$ cat src/sv/shp_pkg.sv
package shp_pkg;

   localparam int DigestBytes = 20;
   localparam int SeedItemBytes = 8;
   localparam logic [3:0] ReseedPeriodM1 = 4'd9;

   localparam logic OP_SEED = 1'b0;
   localparam logic OP_GEN  = 1'b1;

   localparam logic [159:0] SHA_IV =
      160'h67452301_EFCDAB89_98BADCFE_10325476_C3D2E1F0;

   typedef struct packed {
      logic        op;
      logic [63:0] seed_word;
      logic [8:0]  byte_count;
      logic        seed_last;
   } item_type;

   typedef struct packed {
      logic         start;
      logic [159:0] h_in;
      logic [511:0] blk;
   } core_cmd_type;

   typedef struct packed {
      logic         done;
      logic [159:0] h_out;
   } core_sts_type;

   function automatic logic [63:0] cnt_le(input logic [63:0] v);
      logic [63:0] r;
      for (int i = 0; i < 8; i++) begin
         r[63-8*i -: 8] = v[8*i +: 8];
      end
      return r;
   endfunction

   // counter | state | seed, 48 bytes, single-block padding
   function automatic logic [511:0] gen_block(input logic [63:0] cnt,
                                              input logic [159:0] st,
                                              input logic [159:0] sd);
      return {cnt_le(cnt), st, sd, 8'h80, 104'h0, 16'h0180};
   endfunction

   // seed | counter, 28 bytes, single-block padding
   function automatic logic [511:0] reseed_block(input logic [159:0] sd,
                                                 input logic [63:0] cnt);
      return {sd, cnt_le(cnt), 8'h80, 264'h0, 16'h00E0};
   endfunction

endpackage

$ cat src/sv/shp_front.sv
module shp_front #(
   parameter int MAX_REQUEST_BYTES = 256
) (
   input  logic              clock,
   input  logic              reset,
   input  logic              req_tvalid,
   output logic              req_tready,
   input  logic [79:0]       req_tdata,
   input  logic              req_tuser,
   input  logic              req_tlast,
   output logic              q_valid,
   input  logic              q_ready,
   output shp_pkg::item_type q_item
);
   import shp_pkg::*;

   localparam logic [8:0] MaxReq = 9'(MAX_REQUEST_BYTES);

   item_type   slot_ff [2];
   logic       wr_ptr_ff, wr_ptr_in, rd_ptr_ff, rd_ptr_in;
   logic [1:0] cnt_ff, cnt_in;
   item_type   cls;
   logic       push, pop;

   always_comb begin
      cls.op         = req_tuser;
      cls.seed_word  = req_tdata[63:0];
      cls.seed_last  = req_tlast;
      cls.byte_count = req_tdata[72:64];
      // clamp seed counts to one item and requests to the maximum
      if (req_tuser == OP_SEED) begin
         if (req_tdata[72:64] > 9'(SeedItemBytes)) cls.byte_count = 9'(SeedItemBytes);
      end else begin
         if (req_tdata[72:64] > MaxReq) cls.byte_count = MaxReq;
      end
   end

   assign req_tready = (cnt_ff != 2'd2);
   assign push = req_tvalid && req_tready;
   assign q_valid = (cnt_ff != 2'd0);
   assign pop = q_valid && q_ready;
   assign q_item = slot_ff[rd_ptr_ff];

   assign wr_ptr_in = push ? ~wr_ptr_ff : wr_ptr_ff;
   assign rd_ptr_in = pop ? ~rd_ptr_ff : rd_ptr_ff;
   assign cnt_in = cnt_ff + {1'b0, push} - {1'b0, pop};

   always_ff @(posedge clock) begin
      if (reset) begin
         wr_ptr_ff <= 1'b0;
         rd_ptr_ff <= 1'b0;
         cnt_ff    <= 2'd0;
      end else begin
         wr_ptr_ff <= wr_ptr_in;
         rd_ptr_ff <= rd_ptr_in;
         cnt_ff    <= cnt_in;
      end
      if (push) slot_ff[wr_ptr_ff] <= cls;
   end

endmodule

$ cat src/sv/shp_sha1_core.sv
module shp_sha1_core (
   input  logic                  clock,
   input  logic                  reset,
   input  shp_pkg::core_cmd_type cmd,
   output shp_pkg::core_sts_type sts
);
   import shp_pkg::*;

   logic [159:0] h_ff;
   logic [511:0] win_ff;
   logic [31:0]  a_ff, b_ff, c_ff, d_ff, e_ff;
   logic [6:0]   rnd_ff;
   logic         busy_ff, done_ff;
   logic [31:0]  f, k, t, wnew;

   always_comb begin
      priority if (rnd_ff < 7'd20) begin
         f = (b_ff & c_ff) | (~b_ff & d_ff);
         k = 32'h5A827999;
      end else if (rnd_ff < 7'd40) begin
         f = b_ff ^ c_ff ^ d_ff;
         k = 32'h6ED9EBA1;
      end else if (rnd_ff < 7'd60) begin
         f = (b_ff & c_ff) | (b_ff & d_ff) | (c_ff & d_ff);
         k = 32'h8F1BBCDC;
      end else begin
         f = b_ff ^ c_ff ^ d_ff;
         k = 32'hCA62C1D6;
      end
      t = {a_ff[26:0], a_ff[31:27]} + f + e_ff + k + win_ff[511:480];
      wnew = win_ff[511-32*13 -: 32] ^ win_ff[511-32*8 -: 32]
           ^ win_ff[511-32*2 -: 32] ^ win_ff[511:480];
   end

   assign sts.done  = done_ff;
   assign sts.h_out = {h_ff[159:128] + a_ff, h_ff[127:96] + b_ff, h_ff[95:64] + c_ff,
                       h_ff[63:32] + d_ff, h_ff[31:0] + e_ff};

   always_ff @(posedge clock) begin
      if (reset) begin
         busy_ff <= 1'b0;
         done_ff <= 1'b0;
         rnd_ff  <= 7'd0;
      end else begin
         done_ff <= 1'b0;
         if (cmd.start) begin
            busy_ff <= 1'b1;
            rnd_ff  <= 7'd0;
         end else if (busy_ff) begin
            rnd_ff <= rnd_ff + 7'd1;
            if (rnd_ff == 7'd79) begin
               busy_ff <= 1'b0;
               done_ff <= 1'b1;
            end
         end
      end
      if (cmd.start) begin
         h_ff   <= cmd.h_in;
         win_ff <= cmd.blk;
         {a_ff, b_ff, c_ff, d_ff, e_ff} <= cmd.h_in;
      end else if (busy_ff) begin
         win_ff <= {win_ff[479:0], wnew[30:0], wnew[31]};
         e_ff <= d_ff;
         d_ff <= c_ff;
         c_ff <= {b_ff[1:0], b_ff[31:2]};
         b_ff <= a_ff;
         a_ff <= t;
      end
   end

endmodule

$ cat src/sv/shp_engine.sv
module shp_engine (
   input  logic                  clock,
   input  logic                  reset,
   input  logic                  q_valid,
   output logic                  q_ready,
   input  shp_pkg::item_type     q_item,
   output shp_pkg::core_cmd_type cmd,
   input  shp_pkg::core_sts_type sts,
   output logic                  rsp_tvalid,
   input  logic                  rsp_tready,
   output logic [39:0]           rsp_tdata,
   output logic                  rsp_tlast
);
   import shp_pkg::*;

   typedef enum logic [3:0] {
      ST_IDLE, ST_SPFX, ST_SDATA, ST_PAD80, ST_PADZ, ST_PADLEN, ST_SCOMP, ST_SWAIT,
      ST_SFIN, ST_GBLK, ST_GWAIT, ST_RWAIT, ST_GOUT
   } state_type;

   state_type    state_ff, ret_ff;
   item_type     item_ff;
   logic [4:0]   idx_ff;
   logic [159:0] seed_ff, gstate_ff, chain_ff;
   logic [63:0]  cnt_ff, len_ff, bits_ff;
   logic [3:0]   mod_ff, mod_in;
   logic [511:0] blk_ff;
   logic [8:0]   rem_ff;
   logic [4:0]   off_ff;
   logic [1:0]   wpos_ff;
   logic [31:0]  word_ff, word_in;
   logic         ovalid_ff, olast_ff;
   logic [31:0]  odata_ff;
   logic [2:0]   obytes_ff;
   logic [63:0]  cnt_in;
   logic         ab_go, slot_free, emit, word_go;
   logic [7:0]   ab_byte, gbyte;
   state_type    ab_next;
   logic [4:0]   ab_idx;

   assign q_ready    = (state_ff == ST_IDLE);
   assign rsp_tvalid = ovalid_ff;
   assign rsp_tlast  = olast_ff;
   assign rsp_tdata  = {5'd0, obytes_ff, odata_ff};
   assign slot_free  = !ovalid_ff || rsp_tready;

   assign cnt_in = cnt_ff + 64'd1;
   assign mod_in = (cnt_ff == '1 || mod_ff == ReseedPeriodM1) ? 4'd0 : mod_ff + 4'd1;
   assign gbyte  = gstate_ff[159-8*off_ff -: 8];
   assign emit   = (wpos_ff == 2'd3) || (rem_ff == 9'd1);
   assign word_in = word_ff | ({24'd0, gbyte} << {wpos_ff, 3'b000});
   // a finished word moves into the result register
   assign word_go = (state_ff == ST_GOUT) && (rem_ff != 9'd0)
                 && (off_ff != 5'(DigestBytes)) && emit && slot_free;

   // byte to absorb into the open seed run
   always_comb begin
      ab_go   = 1'b0;
      ab_byte = 8'h00;
      ab_next = state_ff;
      ab_idx  = idx_ff + 5'd1;
      unique case (state_ff)
         ST_SPFX: begin
            ab_go   = 1'b1;
            ab_byte = seed_ff[159-8*idx_ff -: 8];
            if (idx_ff == 5'(DigestBytes - 1)) begin
               ab_next = ST_SDATA;
               ab_idx  = 5'd0;
            end
         end
         ST_SDATA: begin
            ab_go   = (idx_ff != item_ff.byte_count[4:0]);
            ab_byte = item_ff.seed_word[8*idx_ff[2:0] +: 8];
         end
         ST_PAD80: begin
            ab_go   = 1'b1;
            ab_byte = 8'h80;
            ab_next = ST_PADZ;
            ab_idx  = 5'd0;
         end
         ST_PADZ: begin
            ab_go   = (len_ff[5:0] != 6'd56);
            ab_idx  = 5'd0;
         end
         ST_PADLEN: begin
            ab_go   = 1'b1;
            ab_byte = bits_ff[63-8*idx_ff[2:0] -: 8];
            if (idx_ff == 5'd7) ab_next = ST_SFIN;
         end
         default: ;
      endcase
   end

   always_comb begin
      cmd.start = 1'b0;
      cmd.h_in  = SHA_IV;
      cmd.blk   = gen_block(cnt_ff, gstate_ff, seed_ff);
      unique case (state_ff)
         ST_SCOMP: begin
            cmd.start = 1'b1;
            cmd.h_in  = chain_ff;
            cmd.blk   = blk_ff;
         end
         ST_GBLK: cmd.start = 1'b1;
         ST_GWAIT: begin
            cmd.start = sts.done && (mod_in == 4'd0);
            cmd.blk   = reseed_block(seed_ff, cnt_in);
         end
         default: ;
      endcase
   end

   always_ff @(posedge clock) begin
      if (reset) begin
         state_ff  <= ST_IDLE;
         ret_ff    <= ST_IDLE;
         seed_ff   <= '0;
         gstate_ff <= '0;
         cnt_ff    <= '0;
         mod_ff    <= 4'd0;
         chain_ff  <= SHA_IV;
         len_ff    <= '0;
         ovalid_ff <= 1'b0;
      end else begin
         if (word_go) ovalid_ff <= 1'b1;
         else if (rsp_tready) ovalid_ff <= 1'b0;
         if (ab_go) begin
            blk_ff[511-8*len_ff[5:0] -: 8] <= ab_byte;
            len_ff <= len_ff + 64'd1;
            idx_ff <= ab_idx;
            if (len_ff[5:0] == 6'd63) begin
               ret_ff   <= ab_next;
               state_ff <= ST_SCOMP;
            end else begin
               state_ff <= ab_next;
            end
         end else begin
            unique case (state_ff)
               ST_IDLE: begin
                  if (q_valid) begin
                     item_ff <= q_item;
                     idx_ff  <= 5'd0;
                     off_ff  <= 5'd0;
                     rem_ff  <= q_item.byte_count;
                     wpos_ff <= 2'd0;
                     word_ff <= 32'd0;
                     if (q_item.op == OP_GEN) state_ff <= ST_GBLK;
                     else if (len_ff == 64'd0) state_ff <= ST_SPFX;
                     else state_ff <= ST_SDATA;
                  end
               end
               ST_SDATA: begin
                  // item done: finish the run or wait for more
                  if (item_ff.seed_last) begin
                     bits_ff  <= {len_ff[60:0], 3'b000};
                     state_ff <= ST_PAD80;
                  end else begin
                     state_ff <= ST_IDLE;
                  end
               end
               ST_PADZ: state_ff <= ST_PADLEN;
               ST_SCOMP: state_ff <= ST_SWAIT;
               ST_SWAIT: begin
                  if (sts.done) begin
                     chain_ff <= sts.h_out;
                     state_ff <= ret_ff;
                  end
               end
               ST_SFIN: begin
                  seed_ff  <= chain_ff;
                  chain_ff <= SHA_IV;
                  len_ff   <= '0;
                  state_ff <= ST_IDLE;
               end
               ST_GBLK: state_ff <= ST_GWAIT;
               ST_GWAIT: begin
                  if (sts.done) begin
                     gstate_ff <= sts.h_out;
                     cnt_ff    <= cnt_in;
                     mod_ff    <= mod_in;
                     state_ff  <= (mod_in == 4'd0) ? ST_RWAIT : ST_GOUT;
                  end
               end
               ST_RWAIT: begin
                  if (sts.done) begin
                     seed_ff  <= sts.h_out;
                     state_ff <= ST_GOUT;
                  end
               end
               ST_GOUT: begin
                  if (rem_ff == 9'd0) begin
                     state_ff <= ST_IDLE;
                  end else if (off_ff == 5'(DigestBytes)) begin
                     off_ff   <= 5'd0;
                     state_ff <= ST_GBLK;
                  end else if (!emit || slot_free) begin
                     rem_ff <= rem_ff - 9'd1;
                     off_ff <= off_ff + 5'd1;
                     if (emit) begin
                        odata_ff  <= word_in;
                        obytes_ff <= {1'b0, wpos_ff} + 3'd1;
                        olast_ff  <= (rem_ff == 9'd1);
                        word_ff   <= 32'd0;
                        wpos_ff   <= 2'd0;
                     end else begin
                        word_ff <= word_in;
                        wpos_ff <= wpos_ff + 2'd1;
                     end
                  end
               end
               default: state_ff <= ST_IDLE;
            endcase
         end
      end
   end

endmodule

$ cat src/sv/sha1_hash_prng.sv
// channel | ports          | payload
// request | req_t*         | tdata: seed_word, byte_count; tuser: op; tlast: seed_last
// result  | rsp_t*         | tdata: out_data, out_bytes; tlast: out_last
//
// Each SHA-1 compression runs in one shared iterative core (one round a cycle). A seed
// item costs one compression per filled 64-byte block; a request costs one compression
// per 20 bytes (at least one), one more on every tenth counter value, and a 256-byte
// request holds at most two such reseeds. Reset clears the state machines, the queue
// pointers and the seed state; a two-entry request queue keeps accepting while not full
// during work, and the result register stalls the byte unpacker only when a word is
// ready and not taken.
module sha1_hash_prng #(
   parameter int MAX_REQUEST_BYTES = 256
) (
   input  logic        clock,
   input  logic        reset,
   input  logic        req_tvalid,
   output logic        req_tready,
   input  logic [79:0] req_tdata,   // seed_word[63:0], byte_count[72:64]
   input  logic        req_tuser,   // op
   input  logic        req_tlast,
   output logic        rsp_tvalid,
   input  logic        rsp_tready,
   output logic [39:0] rsp_tdata,   // out_data[31:0], out_bytes[34:32]
   output logic        rsp_tlast
);
   import shp_pkg::*;

   logic         q_valid, q_ready;
   item_type     q_item;
   core_cmd_type cmd;
   core_sts_type sts;

   shp_front #(.MAX_REQUEST_BYTES(MAX_REQUEST_BYTES)) u_front (
      .clock, .reset, .req_tvalid, .req_tready, .req_tdata, .req_tuser, .req_tlast,
      .q_valid, .q_ready, .q_item
   );

   shp_engine u_engine (
      .clock, .reset, .q_valid, .q_ready, .q_item, .cmd, .sts,
      .rsp_tvalid, .rsp_tready, .rsp_tdata, .rsp_tlast
   );

   shp_sha1_core u_core (.clock, .reset, .cmd, .sts);

endmodule

$ cat config.mk
export PLATFORM = sky130hd
export DESIGN_NAME = sha1_hash_prng
export DESIGN_NICKNAME = d
export VERILOG_FILES = /design/src/sv/shp_pkg.sv /design/src/sv/shp_front.sv /design/src/sv/shp_sha1_core.sv /design/src/sv/shp_engine.sv /design/src/sv/sha1_hash_prng.sv
export SDC_FILE = /design/constraint.sdc
export NUM_CORES = 2
export LEC_CHECK = 0
export ABC_AREA = 1
export BUFFER_PORTS_ARGS = -buffer_cell sky130_fd_sc_hd__buf_2
export CAP_MARGIN = 20
export CORE_MARGIN = 2
export CORE_UTILIZATION = 25
export DETAILED_ROUTE_END_ITERATION = 7
export GPL_ROUTABILITY_DRIVEN = 0
export MAX_ROUTING_LAYER = met4
export SYNTH_ARGS = -nofsm -noshare
export SYNTH_HDL_FRONTEND = slang
export SYNTH_SLANG_ARGS = --single-unit
$ cat constraint.sdc
create_clock -name clock -period 40 [get_ports clock]
set_input_delay 6 -clock clock [delete_from_list [all_inputs] [get_ports clock]]
set_output_delay 6 -clock clock [all_outputs]
set_load 0.02 [all_outputs]
# ---- After elaboration in Yosys (flattened, before gate mapping)
# Memory sizes are Yosys's and may differ from the RTL's. A register that Yosys moved wholly into a read port is not among the register bits.
# Index checks and enable logic that the tools add are counted.
dict set report classes {
  n_reduce_logical 44
  n_lt_le_gt_ge 5
  n_addsub 25
  n_eq_ne 37
  mux 85
  bitwise 21
  shifts 7
}
# cell count
set ops {}
lappend ops {{$mux W512} 2}
lappend ops {{$pmux W512 S2} 1}
lappend ops {{$mux W32} 20}
lappend ops {{$pmux W160 S2} 2}
lappend ops {{$shift A8 B34 Y519 const A} 1}
lappend ops {{$shiftx A8 B34 Y519} 1}
lappend ops {{$bwmux W512} 1}
lappend ops {{$shiftx A167 B33 Y8} 2}
lappend ops {{$mux W160} 2}
lappend ops {{$add A32 B32 Y32} 9}
lappend ops {{$xor A32 B32 Y32} 5}
lappend ops {{$add A64 B1 Y64 const B} 2}
lappend ops {{$and A32 B32 Y32} 4}
lappend ops {{$mux W64} 2}
lappend ops {{$or A32 B32 Y32} 4}
lappend ops {{$shiftx A71 B33 Y8} 1}
lappend ops {{$eq A64 B64 Y1 const B} 1}
lappend ops {{$logic_not A64 Y1} 1}
lappend ops {{$pmux W32 S2} 1}
lappend ops {{$shiftx A64 B7 Y8} 1}
lappend ops {{$mux W9} 7}
lappend ops {{$mux W4} 12}
lappend ops {{$pmux W4 S9} 1}
lappend ops {{$mux W5} 7}
lappend ops {{other kinds (63)} 134}
dict set report totals {
  ramBits 150
  inputBits 86
  wordCells 260
  out_inout_bits 43
  memories 1
  reg_bits 2198
}
# memory words word_bits read_ports rd_clocked_by_memory_dff wr line
set memory_table {}
lappend memory_table {u_front.slot_ff 2 75 1 1 1 shp_front.sv:19} ;# item_type slot_ff [2];

# ---- Longest topological paths before layout
dict set report logic_depth {
  depth_word 12
  ltp_mapped 25
  depth_no_buf 24
}

# ---- By module
# From an unflattened synthesis, not the netlist that was laid out.
dict set report hier_totals {
  cells_unflattened 14225
  area_unflattened_um2 122780.3
}
# mod seq_area_each_um2 instances cells_each area_per_inst_um2
set by_module_without_submodules {}
lappend by_module_without_submodules {shp_engine 34413.0 1 8294 66914.2}
lappend by_module_without_submodules {shp_sha1_core 25164.1 1 5634 49866.6}
lappend by_module_without_submodules {shp_front 4604.4 1 297 5999.5}

# ---- Least setup slack after synthesis
# OpenSTA, ideal clock, no wires.
dict set report synth_timing {
  path_type {flip-flop to flip-flop}
  startpoint {reg u_engine.cnt_ff[0]}
  endpoint {reg u_core.a_ff[0] (enable)}
  period_less_slack_ns 17.406
  setup_slack_ns 22.594
  path_buffers 3
  setup_ns 1.073
  stages_incl_launch_ff 17
  required_ns 38.927
  arrival_time_ns 16.333
  path_cell_list {dfxtp_1 ha_1 nand2_1 inv_2 nand3_4 nor2_4 nand2_2 nor2_4 nand2_2 o211ai_2 nand4_1 nand2_1 buf_4 inv_2 buf_2 buf_2 nand2_1}
}
dict set report synth_via {
  elab_chain_cells 7
}
# item line
set synth_rtl {}
lappend synth_rtl {{start: declaration} shp_engine.sv:25} ;# logic [63:0] cnt_ff, len_ff, bits_ff;
lappend synth_rtl {{start signal: assignment} shp_engine.sv:179} ;# cnt_ff <= cnt_in;
lappend synth_rtl {{$eq A64 B64 Y1} shp_engine.sv:48} ;# assign mod_in = (cnt_ff == '1 || mod_ff == ReseedPeriodM1) ? 4'd0 : mod_ff + 4'd1;
lappend synth_rtl {{$logic_or A1 B1 Y1} shp_engine.sv:48}
lappend synth_rtl {{$mux W4} shp_engine.sv:48}
lappend synth_rtl {{$logic_not A4 Y1} shp_engine.sv:106} ;# cmd.start = sts.done && (mod_in == 4'd0);
lappend synth_rtl {{$logic_and A1 B1 Y1} shp_engine.sv:106}
lappend synth_rtl {{$pmux W1 S2} shp_engine.sv:98} ;# unique case (state_ff)
lappend synth_rtl {{$reduce_bool A2 Y1 (no source line)} n/a}
lappend synth_rtl {{end signal: assignment} shp_sha1_core.sv:60} ;# {a_ff, b_ff, c_ff, d_ff, e_ff} <= cmd.h_in;
lappend synth_rtl {{end signal: assignment} shp_sha1_core.sv:67} ;# a_ff <= t;
lappend synth_rtl {{end: declaration} shp_sha1_core.sv:11} ;# logic [31:0] a_ff, b_ff, c_ff, d_ff, e_ff;
# Every way passes these cells.
# A chain may end at the register's enable or synchronous reset.

# ---- Worst setup path after layout
dict set report layout_timing {
  startpoint {in reset}
  endpoint {reg u_engine.blk_ff[222] (enable)}
}
dict set report layout_via {
  elab_chain_cells 2
}
# item line
set layout_rtl {}
lappend layout_rtl {{start: declaration} sha1_hash_prng.sv:16} ;# input logic reset,
lappend layout_rtl {{$not A1 Y1 (no source line)} n/a}
lappend layout_rtl {{$reduce_and A2 Y1 (no source line)} n/a}
lappend layout_rtl {{end signal: indexed assignment} shp_engine.sv:128} ;# blk_ff[511-8*len_ff[5:0] -: 8] <= ab_byte;
lappend layout_rtl {{end: declaration} shp_engine.sv:27} ;# logic [511:0] blk_ff;
# Every way passes these cells.

==> out/qor.yml <==
clock_network:
  h-tree-depth: 5
  hold_buffers: 0
  clk_path_buf_depth: 4
  cts.clk_slew.worst_paths_ps: 60
  cts_resized: 0
  postCtsSetupBuffers: 0
  numClockSinks: 2349
  clock_latency_ps: 960
  ctsRootBufferMaster: "clkbuf_16"
  cts_tree: "built"
  tritoncts.num_buffers: 270
timing:
  final-max-slew-violation-count: 0
  max_slew_margin_pct: 6.18
  post-route-period-util_pct: 22.1
  clock_skew_ps: 122
  period_minus_slack_ps: 8850
  max_freq_mhz: 113
  fin_setup_tns_ps: 0
  rsz0062_at_grt: "no"
  finalHoldViolations: 0
  worst_tran_pin_value_ps: 1390
  setup_viol: 0
finish:
  final_cells: 20900
  fill_cells: 51600
  area_growth_syn_to_fin_pct: 13.0
  layout.nets: 14600
  post_route_cells_drive_above_1_share_pct: 5.59
place:
  place.detailed.hpwl_mm: 375
  number_of_buffers_inserted_by_port_buffering: 116
  place.detailed.instances: 20300
worst_setup_path:
  r2r_start: "u_engine.cnt_ff[0]"
  r2r-end: "u_core.win_ff[460]"
  slowest_stage_cell_cp: "nor2_1"
  type_of_element_capturing_the_critical_path: "flop"
  start_kind: "input port"
  worstPathArrival_ps: 9390
  rrSetupSlack_ps: 32810
  critical_path.startpoint: "reset"
  cp_max_fanout: 79
  cp-endpoint: "u_engine.blk_ff[222]"
  critical_path_class: "in2reg"
  ff2ff_path_depth: 17
  worstPathCellList: "buf_8 > inv_8 > nand2_1 > buf_4 > inv_1 > nand2_1 > buf_4 > nor2_1"
  cp.required_ps: 40540
  critPathMaxStageDelay_ps: 960
yosys:
  post_synth_num_cell_types: 57
  post_synth_instance_area_sq_um: 122000
  syn_area_per_cell_sq_um: 8.51
  syn_inst: 14300
  synth_ff_type: "edfxtp_1"
  synthArstFlopShare_pct: 0
  ys_seq_area_share_pct: 52.7
  yosys_warnings: 0
  synth_edf_count: 1714
  number_of_register_bits_inferred_by_synthesis: 2349
floorplanning:
  floorplan.io_pins: 129
  core_sq_um: 486000
  die_w_um: 702
  floorplan.die_area_sq_um: 493000
  die_height_um: 702
  floorplan.initialDensity_pct: 25.1
  floorplan.rows: 256
detailed_routing:
  via_count: 108000
  dr.first_iter.drc_count: 17900
  drt-total-wl_mm: 516
  number_of_nets_with_antenna_violations_after_detailed_routing: 0
  routed_wire_length_per_instance_um: 24.7
  drt-vias-per-instance: 5.18
  drc: 0
  detailedRoute.firstPassIterationCount: 8
job:
  max-cap-violations: 0
global_route:
  grt_start_max_net_pins: 186
  grt_overflow: 0
  wire_length_of_the_first_global_routing_pass_mm: 716
  grt_pass1_vias: 97400
  number_of_antenna_violations_at_the_first_check_in_global_routing: 55
  globalRouteTotalUtil_pct: 20.6
min_path:
  worst_hold_startpoint: "u_front.rd_ptr_ff"
  hold_class: "reg2reg"
power:
  p_per_area_nw_per_um2: 71.0
  static-leakage-power_nw: 53.1
  ir_worst_vdd_v: 0.0000630
status:
  status: "complete, no violations"
report_power, final:
group	internal, mW	switching, mW	leakage (nW)	total, mW
logic	1.08	2.85	27.2	3.93
clock network	1.40	1.08	4.15	2.47
registers	3.11	0.266	21.8	3.38
total	5.58	4.20	53.1	9.78
kinds of logic after synthesis:
kind of cell    share of synthesized area, %
compound gates                          11.5
xor+xnor                                2.04
fa+ha+maj                               4.54
buf+inv                                 7.60
flops                                   52.7
mux                                   0.0164
other cells                          0.00308
simple gates                            21.6
flip-flops by register name, indices dropped and copies added (netlist names), 5 cells and up, named ones only:
signal / flops
u_engine.chain_ff: 160
u_core.h_ff: 160
u_engine.item_ff: 70
u_engine.seed_ff: 160
u_core.d_ff: 32
u_engine.rem_ff: 9
u_engine.len_ff: 64
u_core.c_ff: 32
u_core.b_ff: 32
u_engine.odata_ff: 32
u_front.slot_ff: 150
u_core.rnd_ff: 7
u_core.win_ff: 512
u_engine.bits_ff: 61
u_engine.blk_ff: 512
u_engine.word_ff: 32
u_core.e_ff: 32
u_engine.idx_ff: 5
u_engine.gstate_ff: 160
u_core.a_ff: 32
u_engine.cnt_ff: 64
u_engine.off_ff: 5
critical path, delay by kind of cell:
| kind | cells | cell delay, ps |
|---|---|---|
| AND/OR/NAND/NOR | 3 | 1650 |
| buffers and inverters | 5 | 1620 |
placed cells by master (no fill, tap or decap), types with 22 or more instances in the layout:
cell type,Yosys,final
nand2_1,4199,4191
edfxtp_1,1714,1714
inv_1,1567,1560
nor2_1,1083,1074
a21oi_1,986,986
o21ai_0,845,845
dfxtp_1,635,630
nand3_1,611,611
nor3_1,330,327
clkbuf_16,0,275
ha_1,244,244
o221ai_1,155,155
buf_4,9,155
xnor2_1,142,142
xor2_1,142,142
nand4_1,141,141
o211ai_1,134,134
fa_1,124,124
buf_2,173,115
o22ai_1,114,114
o21a_1,90,90
clkbuf_1,455,76
or2_2,65,65
diode_2,0,60
clkinv_1,7,46
clkinv_2,0,36
nor4_1,30,29
a31oi_1,27,27
a22oi_1,26,26
o21bai_1,22,22
cells in the mapped netlist (173+ instances only):
master / n / area, sq um
nand2_1: 4199 / 15800
nor3_1: 330 / 1650
nor2_1: 1083 / 4070
ha_1: 244 / 3050
o21ai_0: 845 / 4230
clkbuf_1: 455 / 1710
a21oi_1: 986 / 4930
buf_2: 173 / 866
nand3_1: 611 / 3060
dfxtp_1: 635 / 12700
inv_1: 1567 / 5880
edfxtp_1: 1714 / 51500
worst min path at each step:
stage	slack [ps]	cells after the start	endpoint
finish	460	1	u_front.rd_ptr_ff
global route	480	1	flop
CTS	460	2	u_engine.ret_ff[0]
detailed placement	450	1	u_front.rd_ptr_ff
global placement	430	1	flop
floorplan	400	0	u_engine.bits_ff[8]
routing by layer:
layer,up-vias,wire length (um),part of all wire (%),GRT usage [%]
met3,1539,81100,16,8.03
met1,51600,190000,37,25.5
met5,-,0,0,-
li1,47300,-,-,-
met4,0,37300,7.2,12.1
met2,7670,207000,40,28.3
per-stage QoR:
stage	instance area (sq um)	hold slack, ps	setup WS (ps)	total power, mW	utilization, %
finish	138000	457	31150	9.78	28.3
global placement	129000	429	30330	7.10	26.5
detailed placement	129000	448	30400	7.13	26.5
floorplan	122000	403	22590	5.81	-
global route	138000	478	31130	10.1	28.3
CTS	137000	457	31360	9.58	28.3
area by class of cell:
class | count | area [sq um] | share of cell area [%]
antenna | 60 | 150 | 0.109
clock buffer | 369 | 7400 | 5.38
clock inverter | 117 | 1110 | 0.803
inverter | 1596 | 6050 | 4.39
multi-input combinational | 9638 | 48600 | 35.3
sequential | 2349 | 64200 | 46.6
tap | 6450 | 8070 | 5.86
timing repair buffer | 294 | 2090 | 1.52
No activity file was read; power rests on OpenSTA's default activity.
